$ cat src/rtl/sorted_key_table_engine_core_macros.svh
// ----------------------------------------------------------------------------
// Sorted key table engine - assertion macros
// Concurrent check helpers clocked on i_clk, disabled while i_rst_n is low.
// ----------------------------------------------------------------------------
`ifndef SORTED_KEY_TABLE_ENGINE_CORE_MACROS_SVH
`define SORTED_KEY_TABLE_ENGINE_CORE_MACROS_SVH

`ifndef NO_ASSERTIONS

// same-cycle implication
`define SKTE_CHECK_NOW(name, ante, cons) \
    name: assert property (@(posedge i_clk) disable iff (!i_rst_n) (ante) |-> (cons)) \
        else $error("skte same-cycle check failed");

// next-cycle implication
`define SKTE_CHECK_NEXT(name, ante, cons) \
    name: assert property (@(posedge i_clk) disable iff (!i_rst_n) (ante) |=> (cons)) \
        else $error("skte next-cycle check failed");

`else

`define SKTE_CHECK_NOW(name, ante, cons)
`define SKTE_CHECK_NEXT(name, ante, cons)

`endif

`endif

$ cat src/rtl/skte_pkg.sv
// ----------------------------------------------------------------------------
// Sorted key table engine - package
// Request/response structs, operation and status codes, cell command type.
// ----------------------------------------------------------------------------
`default_nettype none

package skte_pkg;

    localparam int KEY_W    = 32;
    localparam int HANDLE_W = 16;
    localparam int POS_W    = 8;
    localparam int COUNT_W  = 9;

    typedef enum logic [1:0] {
        MODE_INSERT = 2'd0,
        MODE_DELETE = 2'd1,
        MODE_LOOKUP = 2'd2,
        MODE_POP    = 2'd3
    } t_mode;

    typedef enum logic [1:0] {
        STAT_OK   = 2'd0,
        STAT_MISS = 2'd1,
        STAT_FULL = 2'd2,
        STAT_NULL = 2'd3
    } t_status;

    typedef enum logic [1:0] {
        ST_IDLE,
        ST_SEARCH,
        ST_APPLY
    } t_state;

    typedef enum logic [1:0] {
        CELL_HOLD,
        CELL_INS,
        CELL_DEL,
        CELL_POP
    } t_cell_op;

    typedef struct packed {
        t_mode                      mode;
        logic signed [KEY_W-1:0]    key;
        logic [HANDLE_W-1:0]        handle;
    } t_req;

    typedef struct packed {
        t_status                    status;
        logic [HANDLE_W-1:0]        found_handle;
        logic signed [KEY_W-1:0]    found_key;
        logic [POS_W-1:0]           position;
        logic [COUNT_W-1:0]         entry_count;
        logic                       is_empty;
    } t_resp;

    typedef struct packed {
        logic signed [KEY_W-1:0]    key;
        logic [HANDLE_W-1:0]        handle;
    } t_entry;

    // broadcast to every cell of the chain
    typedef struct packed {
        t_cell_op                   op;
        t_entry                     ent;
    } t_cell_cmd;

endpackage

`default_nettype wire

$ cat src/rtl/skte_cell.sv
// ----------------------------------------------------------------------------
// Sorted key table engine - table cell
// One table slot: holds an entry and its valid bit, compares against the
// broadcast key and shifts up or down with its neighbors on command.
// ----------------------------------------------------------------------------
`default_nettype none

module skte_cell #(
    parameter int IW  = 8,
    parameter int IDX = 0
) (
    input  logic                i_clk,
    input  logic                i_rst_n,
    input  skte_pkg::t_cell_cmd i_cmd,
    input  logic [IW-1:0]       i_pos,
    input  skte_pkg::t_entry    i_prev_ent,
    input  logic                i_prev_vld,
    input  skte_pkg::t_entry    i_next_ent,
    input  logic                i_next_vld,
    output skte_pkg::t_entry    o_ent,
    output logic                o_vld,
    output logic                o_lt,
    output logic                o_eq,
    output skte_pkg::t_entry    o_rd
);
    import skte_pkg::*;

    localparam logic [IW-1:0] MY_IDX = IW'(IDX);

    t_entry r_ent, n_ent;
    logic   r_vld, n_vld;
    logic   at_pos, above_pos;

    assign at_pos    = (MY_IDX == i_pos);
    assign above_pos = (MY_IDX > i_pos);

    always_comb begin
        n_ent = r_ent;
        n_vld = r_vld;
        case (i_cmd.op)
            CELL_INS: begin
                if (at_pos) begin
                    n_ent = i_cmd.ent;
                    n_vld = 1'b1;
                end else if (above_pos) begin
                    n_ent = i_prev_ent;
                    n_vld = i_prev_vld;
                end
            end
            CELL_DEL: begin
                if (at_pos || above_pos) begin
                    n_ent = i_next_ent;
                    n_vld = i_next_vld;
                end
            end
            CELL_POP: begin
                if (at_pos) begin
                    n_vld = 1'b0;
                end
            end
            default: begin
            end
        endcase
    end

    always_ff @(posedge i_clk) begin
        if (!i_rst_n) begin
            r_vld <= 1'b0;
        end else begin
            r_vld <= n_vld;
        end
    end

    always_ff @(posedge i_clk) begin
        r_ent <= n_ent;
    end

    assign o_ent = r_ent;
    assign o_vld = r_vld;
    assign o_lt  = r_vld && (r_ent.key < i_cmd.ent.key);
    assign o_eq  = r_vld && (r_ent.key == i_cmd.ent.key);
    assign o_rd  = at_pos ? r_ent : '0;

endmodule

`default_nettype wire

$ cat config.mk
export PLATFORM = sky130hd
export DESIGN_NAME = skte_cell
export DESIGN_NICKNAME = d
export VERILOG_FILES = /design/src/rtl/sorted_key_table_engine_core_macros.svh /design/src/rtl/skte_pkg.sv /design/src/rtl/skte_cell.sv
export SDC_FILE = /design/constraint.sdc
export NUM_CORES = 1
export LEC_CHECK = 0
export ABC_AREA = 0
export BUFFER_PORTS_ARGS = -buffer_cell sky130_fd_sc_hd__buf_2
export CORE_AREA = 4 4 133 71
export CTS_CLUSTER_DIAMETER = 80
export DETAILED_ROUTE_END_ITERATION = 8
export DIE_AREA = 0 0 137 75
export PLACE_DENSITY = 0.86
export SETUP_SLACK_MARGIN = 0.3
export SLEW_MARGIN = 20
export SYNTH_ARGS = -nofsm -noshare
export SYNTH_HDL_FRONTEND = slang
export SYNTH_SLANG_ARGS = --single-unit
export TNS_END_PERCENT = 100
$ cat constraint.sdc
create_clock -name i_clk -period 11.6 [get_ports i_clk]
set_input_delay 1.16 -clock i_clk [delete_from_list [all_inputs] [get_ports i_clk]]
set_output_delay 1.16 -clock i_clk [all_outputs]
set_load 0.1 [all_outputs]
==> impl_metrics.tcl, run 1 <==
set metrics [dict create \
    status "finished, final reports clean" \
    gp_congestion 0.8487 \
    cts_hold_buf 0 \
    cts_made_buffers 5 \
    worstSetupPathType "input pin to output pin" \
    seq_area_frac_synth_pct 39.67 \
    p_leak_uw 0.002711 \
    synth_xor_area_share_pct 0 \
    maxCapViolCount 0 \
    fin_crit_sh_pct 39.41 \
    yosysWarnings 0 \
    ys_seq_elements 49 \
    layout_commonest_cell "buf_2" \
    gr-usage-all-layers_pct 22.15 \
    final_cell_mix "buf_2, nand2_1, edfxtp_1" \
    cp-startpoint "i_cmd[43]" \
    gr-total-overflow 0 \
    slew_headroom_pct 25.62 \
    synth_cells 434 \
    final_util_pct 61.56 \
    synth_nets 624 \
    numPortBuffers 255 \
    vdd.ir_drop.worst_uv 54.52 \
    avgSynthCellArea_um2 8.487 \
    netlist_area_um2 3684 \
    setup.worst_path.start_class "input pin" \
    antenna_cells 0 \
    path_max_fanout 3 \
    synth_edf_count 48 \
    setup-violations-final 0 \
    drv_slew 0 \
    fin_crit_ns 4.571 \
    finalSetupTns_ns 0 \
    synth_top_family_by_area "simple AND/OR/NAND/NOR gates" \
    grt_pass1_wl_mm 17.80 \
    htreeDepth 2 \
    rsz0062_at_grt "false" \
    layout.nets 861 \
    crit_arrival_ns 3.41 \
    ant_nets 0 \
    r2r-start "o_vld" \
    critPathRequiredTime_ns 10.44 \
    dp_hpwl_mm 10.02 \
    min_path_cells 2 \
    die_w_um 137 \
    synth_compound_area_share_pct 15.15 \
    cts_buffer_depth 2 \
    routedWlPerCell_um 15.98 \
    cts_tree "built" \
    drive_gt1_share_pct 40.33 \
    r2r_slack_ns 10.86 \
    num_io_pins 257 \
    holdPathEnd "o_vld" \
    drc 0 \
    async_reset_ff_share_pct 0 \
    dr.pass1.iters 4 \
    avgViaCountPerCell 5.138 \
    dp_cells 781 \
    stdcell_count 789 \
    hp-start "o_vld" \
    p_per_area_nw_per_um2 80.51 \
    ff2ff_path_depth 2 \
    first_global_vias 3710 \
    path_clk_slew_ns 0.06 \
    cp-end-kind "output pin" \
    synth_simple_gate_area_share_pct 21.81 \
    ys_types 32 \
    grt_max_degree 65 \
    cts_resized 0 \
    synthMuxAreaShare_pct 4.891 \
    drt_wl_total_mm 12.61 \
    cts_root_buffer "clkbuf_16" \
    vias 4054 \
    cts_setup_buffers 0 \
    antenna_found_initial 0 \
    synthAdderAreaFrac_pct 10.87 \
    hold_viol 0 \
    cts.sinks 49 \
    hold_class "register to register" \
    ys.flop_type "edfxtp_1" \
    fin_skew_ns 0 \
    core_area_um2 8408 \
    clock.fmax_mhz 218.8 \
    placementRows 24 \
    start_util_pct 43.81 \
    clkLatencyLatePin_ns 0.28 \
    timing.rr.end "o_vld" \
    die_area_um2 10280 \
    die_h_um 75 \
    tightestPinTransition_ns 1.116 \
    drt_iter0_markers 251 \
    syn2layout_area_growth_pct 40.52 \
]
-- cells in the mapped netlist, drive strengths merged, types with 3 or more instances --
cell / count / share of area (%)
o21ai: 54 / 7.3
inv: 34 / 3.5
edfxtp: 48 / 39
nand2b: 4 / 0.68
nor2b: 3 / 0.51
a21oi: 47 / 6.4
mux2i: 18 / 4.9
clkbuf: 20 / 2.0
nand2: 60 / 6.1
and3: 47 / 8.0
buf: 10 / 2.1
nand4: 4 / 0.68
nor4: 3 / 0.85
ha: 32 / 11
nor2: 34 / 3.5
-- metal layers --
layer  share of wire [%]  wire, um  vias to the layer above  global-route usage, %
li1                    -         -                     2003                      -
met1                  42      5235                     1863                  29.01
met2                  49      6145                      178                  38.58
met3                 9.1      1146                       10                  5.207
met4                0.63        80                        0                  3.872
met5                   0         0                        -                      0
-- final cells by class --
| class | instances | area [um2] |
|---|---|---|
| clock buffers | 8 | 146.4 |
| fillers | 752 | 3232 |
| inverters | 34 | 127.6 |
| multi-input cells | 321 | 1981 |
| flip-flops and latches | 49 | 1461 |
| well taps | 117 | 146.4 |
| repair buffers | 260 | 1314 |
-- metrics by stage --
stage | power (uW) | area [um2] | hold slack, ns | setup WS, ns
floorplan | 236.4 | 3684 | 1.001 | 6.271
detailed placement | 273.1 | 5030 | 0.6235 | 7.037
global placement | 269.5 | 5030 | 0.6186 | 7.039
global route | 434.8 | 5176 | 0.6948 | 6.863
finish | 416.7 | 5176 | 0.6298 | 7.029
CTS | 421.0 | 5176 | 0.6400 | 7.025
-- how the worst max path moves through the flow --
stage	end	slack, ns
2_1_floorplan	o_eq	6.27
3_3_place_gp	o_lt	7.04
3_5_place_dp	o_lt	7.04
4_1_cts	o_lt	7.02
5_1_grt	o_lt	6.86
6_report	o_lt	7.03
-- worst max-delay path, stage by stage --
cell      delay [ns]
buf_2           0.08
inv_1           0.05
ha_1            0.32
nand4_1         0.18
nor4bb_1        0.59
nor2_1          0.07
a31oi_1         0.30
mux2i_1         0.22
buf_2           0.44
-- power breakdown --
part           switching, uW  internal [uW]  total (uW)
Sequential             0.235            196         196
Combinational           39.3           34.0        73.4
Clock                   60.9           86.1         147
Total                    100            316         417
-- cell families (layout without fill, tap and decap cells) --
group                      Yosys count  after routing
AOI/OAI and AO/OA                  108            108
muxes                               18             18
DFF                                 49             49
adders and majority gates           32             32
buffers and inverters               64            302
and+or+nand+nor                    163            163
-- sequential cells by signal, indices dropped and copies added, names as in the netlist --
register  count
o_vld         1
o_ent        48
Power figures use the tool's default switching activity.
==> run 2: changes to the inputs <==
--- a/config.mk
+++ b/config.mk
@@ -7,11 +7,11 @@
 export LEC_CHECK = 0
 export ABC_AREA = 0
 export BUFFER_PORTS_ARGS = -buffer_cell sky130_fd_sc_hd__buf_2
-export CORE_AREA = 4 4 133 71
+export CORE_AREA = 4 4 145 77
 export CTS_CLUSTER_DIAMETER = 80
 export DETAILED_ROUTE_END_ITERATION = 8
-export DIE_AREA = 0 0 137 75
-export PLACE_DENSITY = 0.86
+export DIE_AREA = 0 0 149 81
+export PLACE_DENSITY = 0.77
 export SETUP_SLACK_MARGIN = 0.3
 export SLEW_MARGIN = 20
 export SYNTH_ARGS = -nofsm -noshare
==> constraint.sdc (replaced) <==
create_clock -name i_clk -period 4 [get_ports i_clk]
set_input_delay 0.4 -clock i_clk [delete_from_list [all_inputs] [get_ports i_clk]]
set_output_delay 0.4 -clock i_clk [all_outputs]
set_load 0.1 [all_outputs]
==> run 2 against run 1 <==
  * Final cell count is 3.3% higher
  * Cell area grew 1.2%
  * Clock-buffer cell count stayed put
  * Utilization fell by 9.0 points
  * Clock power increased to 2.9 times the previous value
==> impl_metrics.tcl, run 2 (synthesis gave the netlist of run 1 again) <==
set metrics [dict create \
    status "finished, final reports clean" \
    cts_buffer_depth 2 \
    die_area_um2 12070 \
    critPathRequiredTime_ns 3.60 \
    antenna_found_initial 0 \
    fin_crit_ns 3.252 \
    die_h_um 81 \
    layout_commonest_cell "buf_2" \
    cts_hold_buf 0 \
    pwr-share-seq_pct 47.1 \
    slew_headroom_pct 44.33 \
    antenna_cells 0 \
    setup-violations-final 0 \
    dp_hpwl_mm 10.13 \
    p_per_area_nw_per_um2 230.7 \
    grt_pass1_wl_mm 18.89 \
    grt_max_degree 65 \
    dp_cells 807 \
    power_frac_comb_pct 17.6 \
    finalHoldWorstSlack_ns 0.3297 \
    clock_power_share_pct 35.3 \
    worstSetupPathType "register to output pin" \
    numPortBuffers 255 \
    drc 0 \
    final_cell_mix "buf_2, nand2_1, edfxtp_1" \
    layout.nets 864 \
    stdcell_count 815 \
    drt_wl_total_mm 12.68 \
    avgViaCountPerCell 4.906 \
    gp_congestion 0.8906 \
    first_global_vias 3895 \
    hold_viol 0 \
    finalSetupTns_ns 0 \
    dr.pass1.iters 5 \
    cp-end-kind "output pin" \
    num_io_pins 257 \
    routedWlPerCell_um 15.56 \
    die_w_um 149 \
    route.met3.wl_mm 1.089 \
    vdd.ir_drop.worst_uv 144.1 \
    path_clk_slew_ns 0.06 \
    maxCapViolCount 0 \
    post_dp_cell_area_um2 5090 \
    cts_made_buffers 5 \
    cts.sinks 49 \
    internal_power_uw 918.0 \
    fin_crit_sh_pct 81.30 \
    gr-usage-all-layers_pct 19.62 \
    cts_tree "built" \
    postLayoutCellArea_um2 5236 \
    wl_met2_mm 6.184 \
    drv_slew 0 \
    crit_arrival_ns 2.85 \
    netSwitchingFraction_pct 24.02 \
    cts_resized 0 \
    top_layer_used "met4" \
    hold_class "input pin to register" \
    placementRows 26 \
    p_sw_uw 290.2 \
    htreeDepth 2 \
    rsz0062_at_grt "false" \
    setup.worst_path.start_class "register" \
    clkLatencyLatePin_ns 0.28 \
    drive_gt1_share_pct 40.89 \
    clock.fmax_mhz 307.5 \
    tightestPinTransition_ns 0.8332 \
    core_area_um2 9955 \
    ant_nets 0 \
    drt_iter0_markers 188 \
    fin_skew_ns 0 \
    cts_root_buffer "clkbuf_16" \
    cts_setup_buffers 0 \
    p_leak_uw 0.002728 \
    gr-total-overflow 0 \
    path_max_fanout 3 \
    met1_length_mm 5.320 \
    start_util_pct 37.00 \
    vias 3998 \
    syn2layout_area_growth_pct 42.15 \
    largest_reg_flops 48 \
]
[run 2: worst max-delay path, stage by stage (launching register included)]
cell and delay (ns):
edfxtp_1 0.43, ha_1 0.34, and4_1 0.22, nor4bb_1 0.57, nor2_1 0.08, a31oi_1 0.26, mux2i_2 0.23, buf_2 0.45
[run 2: worst paths after layout]
check / from / end / slack, ns / depth (start not counted)
max: o_ent[39] / o_lt / 0.75 / 7
max reg2reg: o_vld / o_vld / 3.27 / 2
min reg2reg: o_vld / o_vld / 0.64 / 2
min: i_rst_n / o_vld / 0.33 / 2
[run 2: power groups by stage]
stage               Clock [uW]  Combinational (uW)  Sequential, uW
floorplan                    0                98.5             587
global placement             0                 204             581
detailed placement           0                 212             581
CTS                        441                 214             569
global route               466                 239             569
finish                     426                 212             569
[run 2: final cells by class]
cell class	instances	area (um2)
fillers	938	4718
multi-input cells	321	1989
flip-flops and latches	49	1461
repair buffers	263	1336
well taps	140	175.2
clock buffers	8	146.4
inverters	34	127.6
[run 2: through the flow]
step	worst slack [ns]	total power, uW	utilization, %
final	0.7482	1208	52.60
after detailed placement	0.9291	792.7	51.13
after global routing	0.5376	1274	52.60
after CTS	0.7158	1224	52.60
after global placement	0.9163	784.2	51.13
after floorplan	0.4598	685.8	-
[run 2: metal layers]
layer / global-route usage (%) / vias to the layer above
li1: - / 2004
met1: 23.71 / 1820
met2: 36.64 / 168
met3: 4.849 / 6
met4: 2.831 / 0
met5: 0 / -
==> run 3: changes to the inputs <==
--- a/config.mk
+++ b/config.mk
@@ -5,7 +5,7 @@
 export SDC_FILE = /design/constraint.sdc
 export NUM_CORES = 1
 export LEC_CHECK = 0
-export ABC_AREA = 0
+export ABC_AREA = 1
 export BUFFER_PORTS_ARGS = -buffer_cell sky130_fd_sc_hd__buf_2
 export CORE_AREA = 4 4 145 77
 export CTS_CLUSTER_DIAMETER = 80
==> constraint.sdc (replaced) <==
create_clock -name i_clk -period 2.8 [get_ports i_clk]
set_input_delay 0.28 -clock i_clk [delete_from_list [all_inputs] [get_ports i_clk]]
set_output_delay 0.28 -clock i_clk [all_outputs]
set_load 0.1 [all_outputs]
==> run 3 against run 2 <==
  * First-iteration DRC count shrank 7.4%
  * Worst hold slack lost 0.086 ns
  * Critical endpoint unchanged
  * Register-to-register slack lost 1.2 ns
  * Non-clock buffer count grew 7
  * Clock-buffer cell count shrank 3
  * Largest cell class unchanged
  * Clock power grew 60%
  * Die area is the same
  * Critical path type unchanged
  * Routed wire length shrank 6.5%
  * Sequential share of layout area shrank 1.7 points
  * Via count grew 3.3%
==> impl_metrics.tcl, run 3 <==
set metrics [dict create \
    critPathRequiredTime_ns 2.52 \
    ys.flop_type "edfxtp_1" \
    die_h_um 81 \
    cts_root_buffer "clkbuf_16" \
    synth_nets 707 \
    synthTopCellsByCount "nand2_1, nor2_1, inv_1" \
    pwr-share-seq_pct 45.2 \
    crit_arrival_ns 2.11 \
    gp_congestion 0.7822 \
    crit_family "simple AND/OR/NAND/NOR gates" \
    async_reset_ff_share_pct 0 \
    cp_slowest_cell "edfxtp_1" \
    netSwitchingFraction_pct 23.76 \
    stdcell_count 909 \
    core_area_um2 9955 \
    drive_gt1_share_pct 44.60 \
    gr-total-overflow 0 \
    ff2ff_path_depth 2 \
    clock.fmax_mhz 418.7 \
    finalSetupTns_ns 0 \
    p_leak_uw 0.003076 \
    nFillCells 938 \
    antenna_cells 0 \
    layout_commonest_cell "buf_2" \
    fin_crit_ns 2.388 \
    maxCapViolCount 0 \
    r2r_slack_ns 2.10 \
    power_frac_comb_pct 17.1 \
    largest_reg_flops 48 \
    yosysTopAreaCell "edfxtp_1" \
    p_sw_uw 428.0 \
    hold_viol 0 \
    die_w_um 149 \
    worstSetupPathType "register to output pin" \
    tightestPinTransition_ns 0.9527 \
    grt_max_degree 97 \
    holdPathEnd "o_vld" \
    synth_edf_count 48 \
    ant_nets 0 \
    vias 4130 \
    first_global_vias 3726 \
    ys_types 25 \
    num_io_pins 257 \
    clkLatencyLatePin_ns 0.28 \
    drt_iter0_markers 174 \
    layout.nets 959 \
    ys_seq_elements 49 \
    rsz0062_at_grt "false" \
    htreeDepth 2 \
    max_stage_delay_ns 0.43 \
    yosysWarnings 0 \
    r2r-start "o_vld" \
    final_cell_mix "buf_2, nand2_1, inv_1" \
    start_util_pct 37.41 \
    cp-end-kind "output pin" \
    placementRows 26 \
    numPortBuffers 255 \
    drv_slew 0 \
    ff_latch_area_um2 1461 \
    fin_crit_sh_pct 85.29 \
    p_per_area_nw_per_um2 323.4 \
    setup.worst_path.start_class "register" \
    hp-start "i_rst_n" \
    syn2layout_area_growth_pct 49.63 \
    drc 0 \
    dr.pass1.iters 4 \
    setup-violations-final 0 \
    path_max_fanout 2 \
    routedWlPerCell_um 13.05 \
    grt_pass1_wl_mm 17.75 \
    synth_top_area_share_pct 38.71 \
    clock_power_share_pct 37.8 \
    fin_skew_ns 0 \
    gr-usage-all-layers_pct 18.21 \
    netlist_area_um2 3724 \
    avgSynthCellArea_um2 7.202 \
    internal_power_uw 1374 \
    synth_area_leaders "edfxtp_1, nand2_1, nor2_1" \
    drt_wl_total_mm 11.86 \
    cts.sinks 49 \
    dp_cells 894 \
    die_area_um2 12070 \
    avgViaCountPerCell 4.543 \
    vdd.ir_drop.worst_uv 205.6 \
    timing.rr.end "o_vld" \
    path_clk_slew_ns 0.07 \
    slew_headroom_pct 36.49 \
    final_util_pct 55.97 \
    critPathBufInv 1 \
    cts_hold_buf 0 \
    multi_input_area_um2 2022 \
    cts_buffer_depth 2 \
    min_path_cells 2 \
    status "finished, final reports clean" \
    antenna_found_initial 1 \
    cts_made_buffers 5 \
    cpMostUsedCell "nand2_2" \
    cp_cell_sequence "ha_4 > nand2_2 > nor2_4 > nand2_4 > nor4_4 > nand2_2 > nand3_2 > nand2_2 > nor2_4 > buf_12" \
    post-synth-top-count-cell "nand2_1" \
    dp_hpwl_mm 9.439 \
    cts_tree "built" \
    synth_cells 517 \
    hold_class "input pin to register" \
    seq_area_frac_synth_pct 39.25 \
]
run 3: timing repair:
action / 4_1_cts / 5_1_grt
setup buffers: 1 / 7
setup endpoints to repair: 2 / 1
gates resized for setup: 3 / 12
pin swaps: 0 / 9
endpoints found under the hold margin: 0 / 0
cloned: 0 / 0
run 3: layout make-up:
type / instances / share of cell area (%)
clock buffer: 5 / 2.246
clock inverter: 2 / 0.6288
inverter: 89 / 5.996
multi-input combinational: 354 / 36.29
sequential: 49 / 26.23
tap: 140 / 3.144
timing repair buffer: 270 / 25.47
run 3: cell families after synthesis:
kind of cell	Yosys count	synth area share, %
DFF	49	39.25
buffers and inverters	114	12.47
and+or+nand+nor	250	25.87
AOI/OAI and AO/OA	72	11.66
adders and majority gates	32	10.75
run 3: routing by layer:
layer	part of all wire, %	global-route usage, %
met5	0.11	0
met4	0.73	2.740
met3	8.8	5.017
met2	47	31.91
met1	44	23.24
run 3: worst max-delay path by stage:
stage                     startpoint    to  slack (ns)  depth (start not counted)
final                      o_ent[47]  o_lt        0.41                         10
after detailed placement   o_ent[47]  o_eq        0.54                          7
after global routing       o_ent[40]  o_lt        0.28                         10
after global placement     i_cmd[45]  o_eq        0.57                          9
after CTS                  o_ent[45]  o_lt        0.32                         10
after floorplan            o_ent[47]  o_lt         0.1                          9
run 3: metrics by stage:
stage | hold WS, ns | total power, uW | worst slack (ns) | area [um2]
after global placement | 0.5404 | 1121 | 0.5668 | 5296
after CTS | 0.2360 | 1810 | 0.3245 | 5478
after floorplan | 0.4331 | 983.5 | 0.09506 | 3879
after detailed placement | 0.5346 | 1129 | 0.5395 | 5296
final | 0.2434 | 1802 | 0.4119 | 5572
after global routing | 0.2504 | 1892 | 0.2829 | 5572
run 3: worst reg2reg max path: stages, from the launching register on:
cell      delay [ns]
dfxtp_1         0.42
nand2_1         0.08
a21boi_1        0.14
run 3: power by group through the flow:
stage                     Sequential [uW]  Combinational [uW]  Clock, uW
after floorplan                       842                 141          0
after global placement                830                 291          0
after detailed placement              830                 299          0
after CTS                             814                 301        694
after global routing                  814                 346        732
final                                 814                 307        681
